===== src/rtl/keypad_calculator_entry_unit_defines.svh =====
// Assertion macros used by the top file to check its own logic.
`ifndef KEYPAD_CALCULATOR_ENTRY_UNIT_DEFINES_SVH
`define KEYPAD_CALCULATOR_ENTRY_UNIT_DEFINES_SVH

// Whenever the condition holds, the consequence must hold in the same cycle.
`define KCE_ASSERT_IMPLY(label, clk, rst, cond, conseq) \
   label: assert property (@(posedge clk) disable iff (rst) (cond) |-> (conseq)) \
      else $error("keypad entry check failed");

// Whenever the condition holds, the consequence must hold in the next cycle.
`define KCE_ASSERT_NEXT(label, clk, rst, cond, conseq) \
   label: assert property (@(posedge clk) disable iff (rst) (cond) |=> (conseq)) \
      else $error("keypad entry check failed");

`endif


===== src/rtl/kce_pkg.sv =====
package kce_pkg;

   // Key codes.
   localparam logic [7:0] KeyNone   = 8'd255;
   localparam logic [7:0] KeyClear  = 8'd13;
   localparam logic [7:0] KeyZero   = 8'h30;
   localparam logic [7:0] KeyNine   = 8'h39;
   localparam logic [7:0] KeyEquals = 8'h3D;
   localparam logic [7:0] KeyPlus   = 8'h2B;
   localparam logic [7:0] KeyMinus  = 8'h2D;
   localparam logic [7:0] KeyTimes  = 8'h2A;
   localparam logic [7:0] KeyDivide = 8'h2F;

   // Command classes handed from the front to the back.
   localparam logic [2:0] CmdStart  = 3'd0;
   localparam logic [2:0] CmdDigit  = 3'd1;
   localparam logic [2:0] CmdEquals = 3'd2;
   localparam logic [2:0] CmdClear  = 3'd3;
   localparam logic [2:0] CmdOper   = 3'd4;

   // Event codes reported on the result channel.
   localparam logic [2:0] EvStarted   = 3'd0;
   localparam logic [2:0] EvDigit     = 3'd1;
   localparam logic [2:0] EvOperator  = 3'd2;
   localparam logic [2:0] EvResult    = 3'd3;
   localparam logic [2:0] EvMathError = 3'd4;
   localparam logic [2:0] EvCleared   = 3'd5;

   // Command queue between the front and the back.
   localparam int QueueDepth = 2;
   localparam int QueuePtrW  = 1;
   localparam int QueueCntW  = 2;

   typedef struct packed {
      logic [2:0] kind;
      logic [7:0] key;
   } cmd_type;

   typedef struct packed {
      logic full;
      logic empty;
   } qstat_type;

   typedef struct packed {
      logic start;
      logic is_div;
   } md_req_type;

endpackage


===== src/rtl/kce_front.sv =====
module kce_front (
   input  logic            clock,
   input  logic            reset,
   input  logic            push,
   input  logic [7:0]      req_key_sample,
   input  logic            q_full,
   output logic            cmd_wr,
   output kce_pkg::cmd_type cmd
);
   import kce_pkg::*;

   logic [7:0] held_ff, held_in;
   logic       started_ff, started_in;
   logic       accept;

   assign accept = push && !q_full;

   always_comb begin
      held_in    = held_ff;
      started_in = started_ff;
      cmd_wr     = 1'b0;
      cmd.key    = req_key_sample;
      cmd.kind   = CmdOper;
      if (accept) begin
         if (req_key_sample == KeyNone) begin
            held_in = KeyNone;
         end else if (req_key_sample != held_ff) begin
            held_in = req_key_sample;
            cmd_wr  = 1'b1;
         end
      end
      // The very first press after reset only wakes the calculator up.
      if (!started_ff) begin
         cmd.kind = CmdStart;
         if (cmd_wr) begin
            started_in = 1'b1;
         end
      end else if (req_key_sample >= KeyZero && req_key_sample <= KeyNine) begin
         cmd.kind = CmdDigit;
      end else if (req_key_sample == KeyEquals) begin
         cmd.kind = CmdEquals;
      end else if (req_key_sample == KeyClear) begin
         cmd.kind = CmdClear;
      end
   end

   always_ff @(posedge clock) begin
      if (reset) begin
         held_ff    <= KeyNone;
         started_ff <= 1'b0;
      end else begin
         held_ff    <= held_in;
         started_ff <= started_in;
      end
   end

endmodule


===== src/rtl/kce_cmd_queue.sv =====
module kce_cmd_queue (
   input  logic              clock,
   input  logic              reset,
   input  logic              wr,
   input  kce_pkg::cmd_type  wr_cmd,
   input  logic              rd,
   output kce_pkg::cmd_type  head,
   output kce_pkg::qstat_type stat
);
   import kce_pkg::*;

   cmd_type                entry_ff [QueueDepth];
   logic [QueuePtrW-1:0]   wr_ptr_ff, wr_ptr_in;
   logic [QueuePtrW-1:0]   rd_ptr_ff, rd_ptr_in;
   logic [QueueCntW-1:0]   count_ff, count_in;

   assign head       = entry_ff[rd_ptr_ff];
   assign stat.full  = (count_ff == QueueCntW'(QueueDepth));
   assign stat.empty = (count_ff == '0);

   always_comb begin
      wr_ptr_in = wr_ptr_ff;
      rd_ptr_in = rd_ptr_ff;
      count_in  = count_ff;
      if (wr) begin
         wr_ptr_in = wr_ptr_ff + 1'b1;
      end
      if (rd) begin
         rd_ptr_in = rd_ptr_ff + 1'b1;
      end
      if (wr && !rd) begin
         count_in = count_ff + 1'b1;
      end else if (rd && !wr) begin
         count_in = count_ff - 1'b1;
      end
   end

   always_ff @(posedge clock) begin
      if (reset) begin
         wr_ptr_ff <= '0;
         rd_ptr_ff <= '0;
         count_ff  <= '0;
      end else begin
         wr_ptr_ff <= wr_ptr_in;
         rd_ptr_ff <= rd_ptr_in;
         count_ff  <= count_in;
      end
   end

   always_ff @(posedge clock) begin
      if (wr) begin
         entry_ff[wr_ptr_ff] <= wr_cmd;
      end
   end

endmodule


===== src/rtl/kce_muldiv.sv =====
module kce_muldiv (
   input  logic                clock,
   input  logic                reset,
   input  kce_pkg::md_req_type req,
   input  logic [31:0]         opa,
   input  logic [31:0]         opb,
   output logic                done,
   output logic [31:0]         result
);
   import kce_pkg::*;

   logic        busy_ff, busy_in;
   logic        done_ff, done_in;
   logic        div_ff, div_in;
   logic        neg_ff, neg_in;
   logic [4:0]  step_ff, step_in;
   logic [31:0] acc_ff, acc_in;
   logic [31:0] sh_ff, sh_in;
   logic [31:0] op_ff, op_in;
   logic [31:0] rem_ff, rem_in;
   logic [32:0] trial;
   logic [32:0] diff;

   assign trial  = {rem_ff, sh_ff[31]};
   assign diff   = trial - {1'b0, op_ff};
   assign done   = done_ff;
   assign result = (div_ff && neg_ff) ? (32'd0 - acc_ff) : acc_ff;

   always_comb begin
      busy_in = busy_ff;
      done_in = 1'b0;
      div_in  = div_ff;
      neg_in  = neg_ff;
      step_in = step_ff;
      acc_in  = acc_ff;
      sh_in   = sh_ff;
      op_in   = op_ff;
      rem_in  = rem_ff;
      if (req.start) begin
         // Division works on magnitudes and fixes the sign at the end.
         busy_in = 1'b1;
         div_in  = req.is_div;
         neg_in  = opa[31] ^ opb[31];
         step_in = '0;
         acc_in  = '0;
         rem_in  = '0;
         sh_in   = (req.is_div && opa[31]) ? (32'd0 - opa) : opa;
         op_in   = (req.is_div && opb[31]) ? (32'd0 - opb) : opb;
      end else if (busy_ff) begin
         step_in = step_ff + 1'b1;
         sh_in   = {sh_ff[30:0], 1'b0};
         if (div_ff) begin
            if (!diff[32]) begin
               rem_in = diff[31:0];
               acc_in = {acc_ff[30:0], 1'b1};
            end else begin
               rem_in = trial[31:0];
               acc_in = {acc_ff[30:0], 1'b0};
            end
         end else begin
            op_in = {1'b0, op_ff[31:1]};
            if (op_ff[0]) begin
               acc_in = acc_ff + sh_ff;
            end
         end
         if (step_ff == 5'd31) begin
            busy_in = 1'b0;
            done_in = 1'b1;
         end
      end
   end

   always_ff @(posedge clock) begin
      if (reset) begin
         busy_ff <= 1'b0;
         done_ff <= 1'b0;
      end else begin
         busy_ff <= busy_in;
         done_ff <= done_in;
      end
   end

   always_ff @(posedge clock) begin
      div_ff  <= div_in;
      neg_ff  <= neg_in;
      step_ff <= step_in;
      acc_ff  <= acc_in;
      sh_ff   <= sh_in;
      op_ff   <= op_in;
      rem_ff  <= rem_in;
   end

endmodule


===== src/rtl/kce_back.sv =====
module kce_back #(
   parameter int MAX_DIGITS = 16
) (
   input  logic                  clock,
   input  logic                  reset,
   input  kce_pkg::cmd_type      head,
   input  kce_pkg::qstat_type    qstat,
   output logic                  q_rd,
   output kce_pkg::md_req_type   md_req,
   output logic [31:0]           md_opa,
   output logic [31:0]           md_opb,
   input  logic                  md_done,
   input  logic [31:0]           md_result,
   output logic                  empty,
   input  logic                  pop,
   output logic [2:0]            rsp_event_kind,
   output logic signed [31:0]    rsp_shown_value,
   output logic                  rsp_second_operand_active
);
   import kce_pkg::*;

   localparam int CntW = $clog2(MAX_DIGITS + 1);

   localparam logic SIdle = 1'b0;
   localparam logic SWait = 1'b1;

   logic            state_ff, state_in;
   logic [31:0]     first_ff, first_in;
   logic [31:0]     second_ff, second_in;
   logic [CntW-1:0] cnt1_ff, cnt1_in;
   logic [CntW-1:0] cnt2_ff, cnt2_in;
   logic [7:0]      op_ff, op_in;
   logic            in2_ff, in2_in;
   logic [31:0]     last_ff, last_in;
   logic            out_valid_ff, out_valid_in;
   logic [2:0]      out_kind_ff, out_kind_in;
   logic [31:0]     out_value_ff, out_value_in;
   logic            out_in2_ff, out_in2_in;
   logic            out_free;

   // A digit on a negative operand grows its magnitude.
   function automatic logic [31:0] append_digit(input logic [31:0] v, input logic [3:0] d);
      logic [31:0] times10;
      times10 = {v[28:0], 3'b000} + {v[30:0], 1'b0};
      return v[31] ? (times10 - {28'd0, d}) : (times10 + {28'd0, d});
   endfunction

   assign out_free                  = !out_valid_ff || pop;
   assign q_rd                      = (state_ff == SIdle) && !qstat.empty && out_free;
   assign md_opa                    = first_ff;
   assign md_opb                    = second_ff;
   assign empty                     = !out_valid_ff;
   assign rsp_event_kind            = out_kind_ff;
   assign rsp_shown_value           = out_value_ff;
   assign rsp_second_operand_active = out_in2_ff;

   always_comb begin
      logic [3:0]  digit;
      logic        finish;
      logic [31:0] eq_value;
      logic        wipe;
      digit        = 4'(head.key - KeyZero);
      finish       = 1'b0;
      eq_value     = last_ff;
      wipe         = 1'b0;
      state_in     = state_ff;
      first_in     = first_ff;
      second_in    = second_ff;
      cnt1_in      = cnt1_ff;
      cnt2_in      = cnt2_ff;
      op_in        = op_ff;
      in2_in       = in2_ff;
      last_in      = last_ff;
      out_valid_in = out_valid_ff && !pop;
      out_kind_in  = out_kind_ff;
      out_value_in = out_value_ff;
      out_in2_in   = out_in2_ff;
      md_req       = '0;
      if (state_ff == SWait) begin
         if (md_done) begin
            finish   = 1'b1;
            eq_value = md_result;
            state_in = SIdle;
         end
      end else if (q_rd) begin
         out_valid_in = 1'b1;
         out_value_in = '0;
         out_in2_in   = in2_ff;
         unique case (head.kind)
            CmdStart: begin
               out_kind_in = EvStarted;
            end
            CmdDigit: begin
               out_kind_in  = EvDigit;
               out_value_in = {28'd0, digit};
               if (!in2_ff) begin
                  if (cnt1_ff < CntW'(MAX_DIGITS)) begin
                     first_in = append_digit(first_ff, digit);
                     cnt1_in  = cnt1_ff + 1'b1;
                  end
               end else if (cnt2_ff < CntW'(MAX_DIGITS)) begin
                  second_in = append_digit(second_ff, digit);
                  cnt2_in   = cnt2_ff + 1'b1;
               end
            end
            CmdEquals: begin
               unique case (op_ff)
                  KeyPlus: begin
                     finish   = 1'b1;
                     eq_value = first_ff + second_ff;
                  end
                  KeyMinus: begin
                     finish   = 1'b1;
                     eq_value = first_ff - second_ff;
                  end
                  KeyTimes: begin
                     out_valid_in = 1'b0;
                     md_req.start = 1'b1;
                     state_in     = SWait;
                  end
                  KeyDivide: begin
                     if (second_ff == '0) begin
                        wipe        = 1'b1;
                        out_kind_in = EvMathError;
                     end else begin
                        out_valid_in  = 1'b0;
                        md_req.start  = 1'b1;
                        md_req.is_div = 1'b1;
                        state_in      = SWait;
                     end
                  end
                  default: begin
                     finish = 1'b1;
                  end
               endcase
            end
            CmdClear: begin
               wipe        = 1'b1;
               out_kind_in = EvCleared;
            end
            CmdOper: begin
               op_in       = head.key;
               in2_in      = 1'b1;
               out_kind_in = EvOperator;
               out_in2_in  = 1'b1;
            end
            default: begin
               out_valid_in = 1'b0;
            end
         endcase
      end
      if (finish) begin
         last_in      = eq_value;
         first_in     = eq_value;
         second_in    = '0;
         cnt2_in      = '0;
         out_valid_in = 1'b1;
         out_kind_in  = EvResult;
         out_value_in = eq_value;
         out_in2_in   = in2_ff;
      end
      if (wipe) begin
         first_in   = '0;
         second_in  = '0;
         cnt1_in    = '0;
         cnt2_in    = '0;
         in2_in     = 1'b0;
         last_in    = '0;
         out_in2_in = 1'b0;
      end
   end

   always_ff @(posedge clock) begin
      if (reset) begin
         state_ff     <= SIdle;
         first_ff     <= '0;
         second_ff    <= '0;
         cnt1_ff      <= '0;
         cnt2_ff      <= '0;
         op_ff        <= 8'd1;
         in2_ff       <= 1'b0;
         last_ff      <= '0;
         out_valid_ff <= 1'b0;
      end else begin
         state_ff     <= state_in;
         first_ff     <= first_in;
         second_ff    <= second_in;
         cnt1_ff      <= cnt1_in;
         cnt2_ff      <= cnt2_in;
         op_ff        <= op_in;
         in2_ff       <= in2_in;
         last_ff      <= last_in;
         out_valid_ff <= out_valid_in;
      end
   end

   always_ff @(posedge clock) begin
      out_kind_ff  <= out_kind_in;
      out_value_ff <= out_value_in;
      out_in2_ff   <= out_in2_in;
   end

endmodule


===== src/rtl/keypad_calculator_entry_unit.sv =====
// Latency: an accepted key press passes the command queue entry and then the back
// end's output register; '=' with '*' or '/' also waits for the multiply/divide unit.
// Throughput: one poll sample per cycle while the command queue has room; the back
// end finishes one command per cycle while its output register is free or drained, but
// '*' and '/' hold it in the shift-and-add / restoring divide unit, the worst case.
// Reset: synchronous, active high; it returns the control registers to their idle values.
`include "keypad_calculator_entry_unit_defines.svh"

module keypad_calculator_entry_unit #(
   parameter int MAX_DIGITS = 16
) (
   input  logic               clock,
   input  logic               reset,
   input  logic               push,
   output logic               full,
   input  logic [7:0]         req_key_sample,
   output logic               empty,
   input  logic               pop,
   output logic [2:0]         rsp_event_kind,
   output logic signed [31:0] rsp_shown_value,
   output logic               rsp_second_operand_active
);
   import kce_pkg::*;

   // The front filters repeated polls and classifies each new press into a command.
   // The queue lets the front keep taking poll beats while the back end is busy.
   cmd_type    front_cmd;
   logic       front_wr;
   cmd_type    q_head;
   qstat_type  q_stat;
   logic       q_rd;
   md_req_type md_req;
   logic [31:0] md_opa;
   logic [31:0] md_opb;
   logic        md_done;
   logic [31:0] md_result;

   // Every poll beat is accepted unless the command queue is full, including
   // samples that turn out to be no key or a key still held down.
   assign full = q_stat.full;

   kce_front u_front (
      .clock          (clock),
      .reset          (reset),
      .push           (push),
      .req_key_sample (req_key_sample),
      .q_full         (q_stat.full),
      .cmd_wr         (front_wr),
      .cmd            (front_cmd)
   );

   kce_cmd_queue u_queue (
      .clock  (clock),
      .reset  (reset),
      .wr     (front_wr),
      .wr_cmd (front_cmd),
      .rd     (q_rd),
      .head   (q_head),
      .stat   (q_stat)
   );

   // The back end holds the calculator state and a one-beat output register.
   // It takes a command only when that register is free or being drained.
   kce_back #(
      .MAX_DIGITS (MAX_DIGITS)
   ) u_back (
      .clock                     (clock),
      .reset                     (reset),
      .head                      (q_head),
      .qstat                     (q_stat),
      .q_rd                      (q_rd),
      .md_req                    (md_req),
      .md_opa                    (md_opa),
      .md_opb                    (md_opb),
      .md_done                   (md_done),
      .md_result                 (md_result),
      .empty                     (empty),
      .pop                       (pop),
      .rsp_event_kind            (rsp_event_kind),
      .rsp_shown_value           (rsp_shown_value),
      .rsp_second_operand_active (rsp_second_operand_active)
   );

   // One bit per cycle: the multiply adds a shifted operand, the divide subtracts trial
   // remainders, both over 32 steps.
   kce_muldiv u_muldiv (
      .clock  (clock),
      .reset  (reset),
      .req    (md_req),
      .opa    (md_opa),
      .opb    (md_opb),
      .done   (md_done),
      .result (md_result)
   );

   // The front never writes a full queue and the back never reads an empty one.
   `KCE_ASSERT_IMPLY(a_queue_no_overflow, clock, reset, front_wr, !q_stat.full)
   `KCE_ASSERT_IMPLY(a_queue_no_underflow, clock, reset, q_rd, !q_stat.empty)
   // A multiply or divide is never started while the output register still holds a beat.
   `KCE_ASSERT_NEXT(a_md_start_output_free, clock, reset, md_req.start, empty)
   // An operator event always reports a zero value with the second operand active.
   `KCE_ASSERT_IMPLY(a_operator_event_shape, clock, reset,
      !empty && rsp_event_kind == EvOperator,
      rsp_shown_value == 32'sd0 && rsp_second_operand_active)

endmodule

===== config.mk =====
export PLATFORM = sky130hd
export DESIGN_NAME = keypad_calculator_entry_unit
export DESIGN_NICKNAME = d
export VERILOG_FILES = /design/src/rtl/kce_pkg.sv /design/src/rtl/kce_front.sv /design/src/rtl/kce_cmd_queue.sv /design/src/rtl/kce_muldiv.sv /design/src/rtl/kce_back.sv /design/src/rtl/keypad_calculator_entry_unit.sv
export VERILOG_INCLUDE_DIRS = /design/src /design/src/rtl
export SDC_FILE = /design/constraint.sdc
export NUM_CORES = 1
export LEC_CHECK = 0
export BUFFER_PORTS_ARGS = -buffer_cell sky130_fd_sc_hd__buf_2
export CAP_MARGIN = 10
export CORE_AREA = 2 2 224 226
export DETAILED_ROUTE_END_ITERATION = 6
export DIE_AREA = 0 0 226 228
export MAX_ROUTING_LAYER = met4
export PLACE_DENSITY = 0.71
export SLEW_MARGIN = 10
export SYNTH_ARGS = -nofsm -noshare
export SYNTH_HDL_FRONTEND = slang
export SYNTH_SLANG_ARGS = --single-unit

===== constraint.sdc =====
create_clock -name clock -period 5.1 [get_ports clock]
set_input_delay 0.51 -clock clock [delete_from_list [all_inputs] [get_ports clock]]
set_output_delay 0.51 -clock clock [all_outputs]
set_load 0.02 [all_outputs]

### Word level (Yosys, flattened, before mapping)

Memory sizes are Yosys's and may differ from the RTL's. A register that Yosys moved wholly into a read port is not among the register bits.
Cells that the tools add are included.
W data, S select, Z words.

* output and inout port bits: 38
* logic and storage cells: 202
* RAM bits: 22
* register bits: 303
* bits of input ports: 12
* memories kept: 1

Memories
* u_queue.entry_ff: words 2, bits a word 11, rd ports 1, clocked after memory_dff 1, wr ports 1, line kce_cmd_queue.sv:12 `cmd_type entry_ff [QueueDepth];`

* bitwise gates (word level): 4
* reductions and logical operators: 44
* add/subtract/negate cells: 21
* eq/ne operators: 19
* mux-type cells: 83
* $lt $le $gt $ge: 4

Operators by type and width (number)
* $mux W32: 26
* $add A32 B32 Y32: 4
* $sub A1 B32 Y32 const A: 3
* $add A32 B4 Y32: 2
* $pmux W32 S2: 1
* $sub A32 B4 Y32: 2
* $eq A8 B6 Y1 const B: 5
* $mux W1: 35
* $sub A33 B32 Y33: 1
* $logic_not A32 Y1: 1
* $sub A32 B32 Y32: 1
* $reduce_and A5 Y1: 4
* $mux W3: 6
* $mux W8: 2
* $add A5 B1 Y5 const B: 3
* $pmux W3 S5: 1
* $reduce_bool A2 Y1: 7
* $mux W2: 6
* $reduce_and A2 Y1: 6
* $logic_and A1 B1 Y1: 10
* $lt A5 B5 Y1 const B: 2
* $pmux W1 S2: 5
* $eq A8 B4 Y1 const B: 1
* $eq A8 B8 Y1 const B: 1
* 26 further kinds: 40

### Logic depth before layout (Yosys ltp)

* word-level depth: 9
* gate-level depth with buffers: 21
* gate-level depth less buffers: 20

### Hierarchy

A second synthesis with hierarchy kept.

* cell total of the unflattened synthesis: 3367
* area total of the unflattened synthesis: 26968.4 um^2

Modules (own cells, without submodules)
* kce_back: cells each 1831, seq. area each 3383.2 um^2, area an instance 14197.4 um^2, instances 1
* kce_muldiv: cells each 1394, seq. area each 3403.3 um^2, area an instance 11076.9 um^2, instances 1
* kce_cmd_queue: cells each 56, seq. area each 760.7 um^2, area an instance 997.2 um^2, instances 1
* kce_front: cells each 86, seq. area each 180.2 um^2, area an instance 696.9 um^2, instances 1

### Worst setup path after synthesis

No wires, ideal clock.

* path kind: register to register
* from: register u_back.second_ff[1], in the netlist u_back.md_opb[1]
* to: register u_back.out_value_ff[29], in the netlist u_back.rsp_shown_value[29] (data pin)
* setup slack: 249 ps
* stages on the path, launching flop included: 20
* arrival: 4586 ps
* data required time: 4834 ps
* cells stage by stage: dfxtp_1 -> inv_1 -> ha_1 -> or3b_1 -> or4_1 -> or3_1 -> nand2_1 -> xor2_1 -> ha_1 -> a21o_1 -> or4_1 -> o22ai_1 -> a211oi_1 -> o211ai_1 -> a21boi_0 -> a41oi_1 -> o21bai_1 -> xor2_1 -> o221ai_1 -> nor2_1

* cells in the longest elaborated chain, start to end: 6

Ends and longest elaborated chain
* from (decl): line kce_back.sv:29 `logic [31:0] second_ff, second_in;`
* from (signal assigned): line kce_back.sv:187 `second_ff <= second_in;`
* $sub A32 B32 Y32 or $add A32 B32 Y32 (tied branches): line kce_back.sv:114, kce_back.sv:110
* $pmux W32 S2 (*): line kce_back.sv:107 `unique case (op_ff)`
* $mux W32 (*): line kce_back.sv:89 `unique case (head.kind)`
* $mux W32 (*): line kce_back.sv:85 `end else if (q_rd) begin`
* $mux W32 (*): line kce_back.sv:79 `if (state_ff == SWait) begin`
* $mux W32 (*): line kce_back.sv:152 `if (finish) begin`
* to (signal assigned): line kce_back.sv:199 `out_value_ff <= out_value_in;`
* to (decl): line kce_back.sv:37 `logic [31:0] out_value_ff, out_value_in;`

Mark *: on every way between the ends. The rest lies on a longest branch, timed or not.
A chain may end at the register's enable or synchronous reset.

### Worst setup path after layout

* from: register u_back.second_ff[0], in the netlist u_back.md_opb[0]
* to: register u_back.first_ff[29], in the netlist u_back.md_opa[29]

* cells in the longest elaborated chain, start to end: 7

Ends and longest elaborated chain
* parallel branches: the longest is 7 deep, another holds $sub A32 B32 Y32
* to (signal assigned): line kce_back.sv:186 `first_ff <= first_in;`
* to (decl): line kce_back.sv:28 `logic [31:0] first_ff, first_in;`

Several ways; the timed one is not identified.

==> flow_summary.ini <==
[outcome]
status = finished clean

[pwr]
p_clk_frac = 0.279
p_int_mw = 6.773
power_frac_seq = 0.293
p_comb_frac = 0.427
p_leak_nw = 11.69
p_sw_frac = 0.3982
switching_power_mw = 4.482
peakVddDrop_mv = 0.3470
p_per_area_mw_per_mm2 = 383.9

[clock_network]
clkTransAtPathRegs_ns = 0.06
cts_buffer_depth = 3
cts-root-buf = clkbuf_16
post_cts_buffers = 0
htreeDepth = 2
clkSinkCount = 326
cts_tree = yes
clk_latency_ns = 0.59
numCtsBuffers = 41

[yosys]
yosysTopAreaCellShare = 0.1546
synthArstFlopShare = 0
synth_edf_count = 120
synth_area_mm2 = 0.02667
ys_seq_area_frac = 0.2897
yosys_warnings = 0
ys_seq_elements = 326
ys_types = 109
synthFlopType = dfxtp_1
synth_cells = 3344
yosysTopAreaCell = dfxtp_1
synthTopCellsByArea = dfxtp_1, edfxtp_1, ha_1
synth_nets = 3535
syn_avg_cell_area_um2 = 7.977

[floorplan]
ioPinCount = 50
rows = 82
die_area_mm2 = 0.05153
die_y_um = 228
initial_core_util = 0.5405
core_area_mm2 = 0.04935
die_w_um = 226

[drt]
avgRoutedWirePerCell_um = 21.37
drt-pass1-iter-count = 6
via_per_inst = 6.375
wl_um = 86920
drcViolationCount = 0
ant_nets = 0
first_iter_violations = 2572
vias = 25930

[timing]
fin_crit_sh = 0.9576
skew_ns = 0.03571
relSlewSlack = 0.3134
period_minus_slack_ns = 4.884
max_freq_ghz = 0.2048
timing_hold_violations_final = 0
final_max_slew_viol_count = 0
setup_tns_ns = 0
setup_violations = 0
rsz0062_at_grt = yes
worst_slew_pin_slew_ns = 1.021

[worst_hold_path]
min_to = u_queue.entry_ff[1][0]$_DFFE_PP_
holdPathStages = 1
hp-class = primary input to register
hp-start = req_key_sample[0]

[worst_setup_path]
worst-path-max-fanout = 5
r2r-start = u_back.md_opb[0]$_SDFFE_PP0P_
rr_worst_depth = 19
arrival_ns = 5.35
r2r-end = u_back.md_opa[29]$_SDFFE_PP0P_
crit_path_end_kind = register
slowest_delay_ns = 0.51
worstPathRequired_ns = 5.57
r2r_slack_ns = 0.22
worstPathCellList = inv_1 > ha_1 > or3b_1 > or4_1 > or3_1 > nand2_1 > xor2_1 > ha_1 > a21o_1 > or4_1 > o22ai_2 > a211oi_2 > o211ai_1 > a21boi_2 > a41oi_2 > o21bai_1 > xor2_1 > o221ai_1 > o311ai_1
path_class = register to register
slowest_stage = or4_1
start_kind = register

[finish]
layout_commonest_cell = nor2_1
area_growth_pct = 9.897
mostFrequentLayoutCells = nor2_1, nand2_1, a21oi_1
nets = 3553
final_cell_count_no_fill = 4068
drive_above_1_share = 0.08630

[global_routing]
grt_pass1_vias = 24390
overflow = 0
grt_usage = 0.3407
grt_start_max_net_pins = 56
grt_pass1_wl_um = 134800
antenna_found_initial = 2

[run]
drv_cap = 0

[placement]
routabilityCongestion = 1.018
placedCellCount = 3991
portBuffers = 49
dp_hpwl_um = 65850
final cells by class:
cell class	count	area, um2
Fill cell	4528	20040
Multi-Input combinational cell	2744	17940
Sequential cell	326	7727
Clock buffer	61	1216
Timing Repair Buffer	140	940.9
Tap cell	672	840.8
Inverter	109	409.1
Clock inverter	15	234.0
Antenna cell	1	2.502
cells by family after synthesis:
| logic type | synth area share |
|---|---|
| simple gates | 0.2202 |
| compound gates | 0.2441 |
| flops | 0.2897 |
| xor+xnor | 0.09489 |
| buf+inv | 0.04231 |
| fa+ha+maj | 0.08650 |
| mux | 0.02228 |
critical path: cells and delay by family, from the launching register on:
kind	cells	cell delay [ns]
adder cells (fa/ha/maj)	2	0.47
XOR/XNOR	2	0.31
AO/OA/AOI/OAI	9	1.74
buffers and inverters	1	0.09
flip-flops	1	0.30
AND/OR/NAND/NOR	5	1.86
power groups by stage:
| stage | Combinational (mW) | Sequential, mW | Clock [mW] |
|---|---|---|---|
| after floorplan | 3.15 | 3.40 | 0 |
| after CTS | 4.60 | 3.29 | 3.17 |
| after global routing | 5.18 | 3.32 | 3.27 |
| after detailed placement | 4.57 | 3.34 | 0 |
| after global placement | 4.50 | 3.34 | 0 |
| final | 4.81 | 3.30 | 3.14 |
registers in the layout, indices dropped and copies added, names as in the netlist, 2 cells and up, named ones only:
name and count:
u_back.cnt1_ff 5, u_queue.entry_ff 22, u_muldiv.step_ff 5, u_back.op_ff 8
u_back.cnt2_ff 5, u_muldiv.acc_ff 32, u_muldiv.rem_ff 32, u_back.rsp_shown_value 32
u_front.held_ff 8, u_muldiv.sh_ff 32, u_muldiv.op_ff 32, u_back.md_opa 32
u_back.rsp_event_kind 3, u_back.last_ff 32, u_back.md_opb 32, u_queue.count_ff 2
Yosys cell counts, drive strengths merged, types with 10 or more instances:
| cell type | instances |
|---|---|
| xnor2 | 173 |
| a211oi | 66 |
| nor4 | 33 |
| inv | 108 |
| clkbuf | 121 |
| a21o | 73 |
| a31oi | 37 |
| or4 | 21 |
| and2 | 35 |
| dfxtp | 206 |
| edfxtp | 120 |
| mux2i | 56 |
| nor3b | 28 |
| a211o | 13 |
| a22oi | 11 |
| nor2b | 35 |
| nand2b | 37 |
| o21ai | 272 |
| o21bai | 16 |
| a21oi | 284 |
| nand3 | 74 |
| o211ai | 41 |
| nor3 | 108 |
| a32oi | 11 |
| o22ai | 15 |
| nand4 | 26 |
| o41ai | 10 |
| buf | 44 |
| xor2 | 116 |
| a21boi | 10 |
| nor2 | 331 |
| o221ai | 12 |
| nor4b | 11 |
| ha | 170 |
| or3 | 34 |
| and3 | 30 |
| o21a | 28 |
| a41oi | 10 |
| o31ai | 28 |
| or2 | 23 |
| nand2 | 326 |
what timing repair did:
action                                  CTS  global route
resized for setup                         0            15
hold buffers                              0             0
endpoints found under the setup margin    0            24
layer usage:
layer | vias to the layer above | GRT usage | wire, um
li1 | 12290 | - | -
met2 | 1135 | 0.5033 | 37930
met1 | 12280 | 0.4562 | 37870
met4 | 0 | 0.1391 | 3642
met3 | 228 | 0.06556 | 7472
met5 | - | - | 0
stage by stage:
step | utilization | instance area, um2 | hold slack [ns] | power [mW] | setup slack (ns)
floorplan | - | 26670 | 0.4332 | 6.546 | 0.2485
global placement | 0.5632 | 27790 | 0.4403 | 7.840 | 0.1263
detailed placement | 0.5632 | 27790 | 0.4455 | 7.911 | -0.01855
CTS | 0.5926 | 29240 | 0.1981 | 11.07 | 0.002444
global route | 0.5940 | 29310 | 0.2132 | 11.77 | -0.008789
finish | 0.5940 | 29310 | 0.2206 | 11.25 | 0.2162
worst max path at each step:
stage | slack, ns | from | endpoint | cells after the start
3_3_place_gp | 0.13 | u_back.md_opb[0]$_SDFFE_PP0P_ | u_back.rsp_shown_value[29]$_SDFFCE_PN0P_ | 19
3_5_place_dp | -0.02 | u_back.md_opb[0]$_SDFFE_PP0P_ | u_back.md_opa[29]$_SDFFE_PP0P_ | 19
6_report | 0.22 | u_back.md_opb[0]$_SDFFE_PP0P_ | u_back.md_opa[29]$_SDFFE_PP0P_ | 19
2_1_floorplan | 0.25 | u_back.md_opb[1]$_SDFFE_PP0P_ | u_back.rsp_shown_value[29]$_SDFFCE_PN0P_ | 19
5_1_grt | -0.009 | u_back.md_opb[0]$_SDFFE_PP0P_ | u_back.md_opa[30]$_SDFFE_PP0P_ | 18
4_1_cts | 0.002 | u_back.md_opb[0]$_SDFFE_PP0P_ | u_back.md_opa[29]$_SDFFE_PP0P_ | 19
No activity file was read; power rests on OpenSTA's default activity.
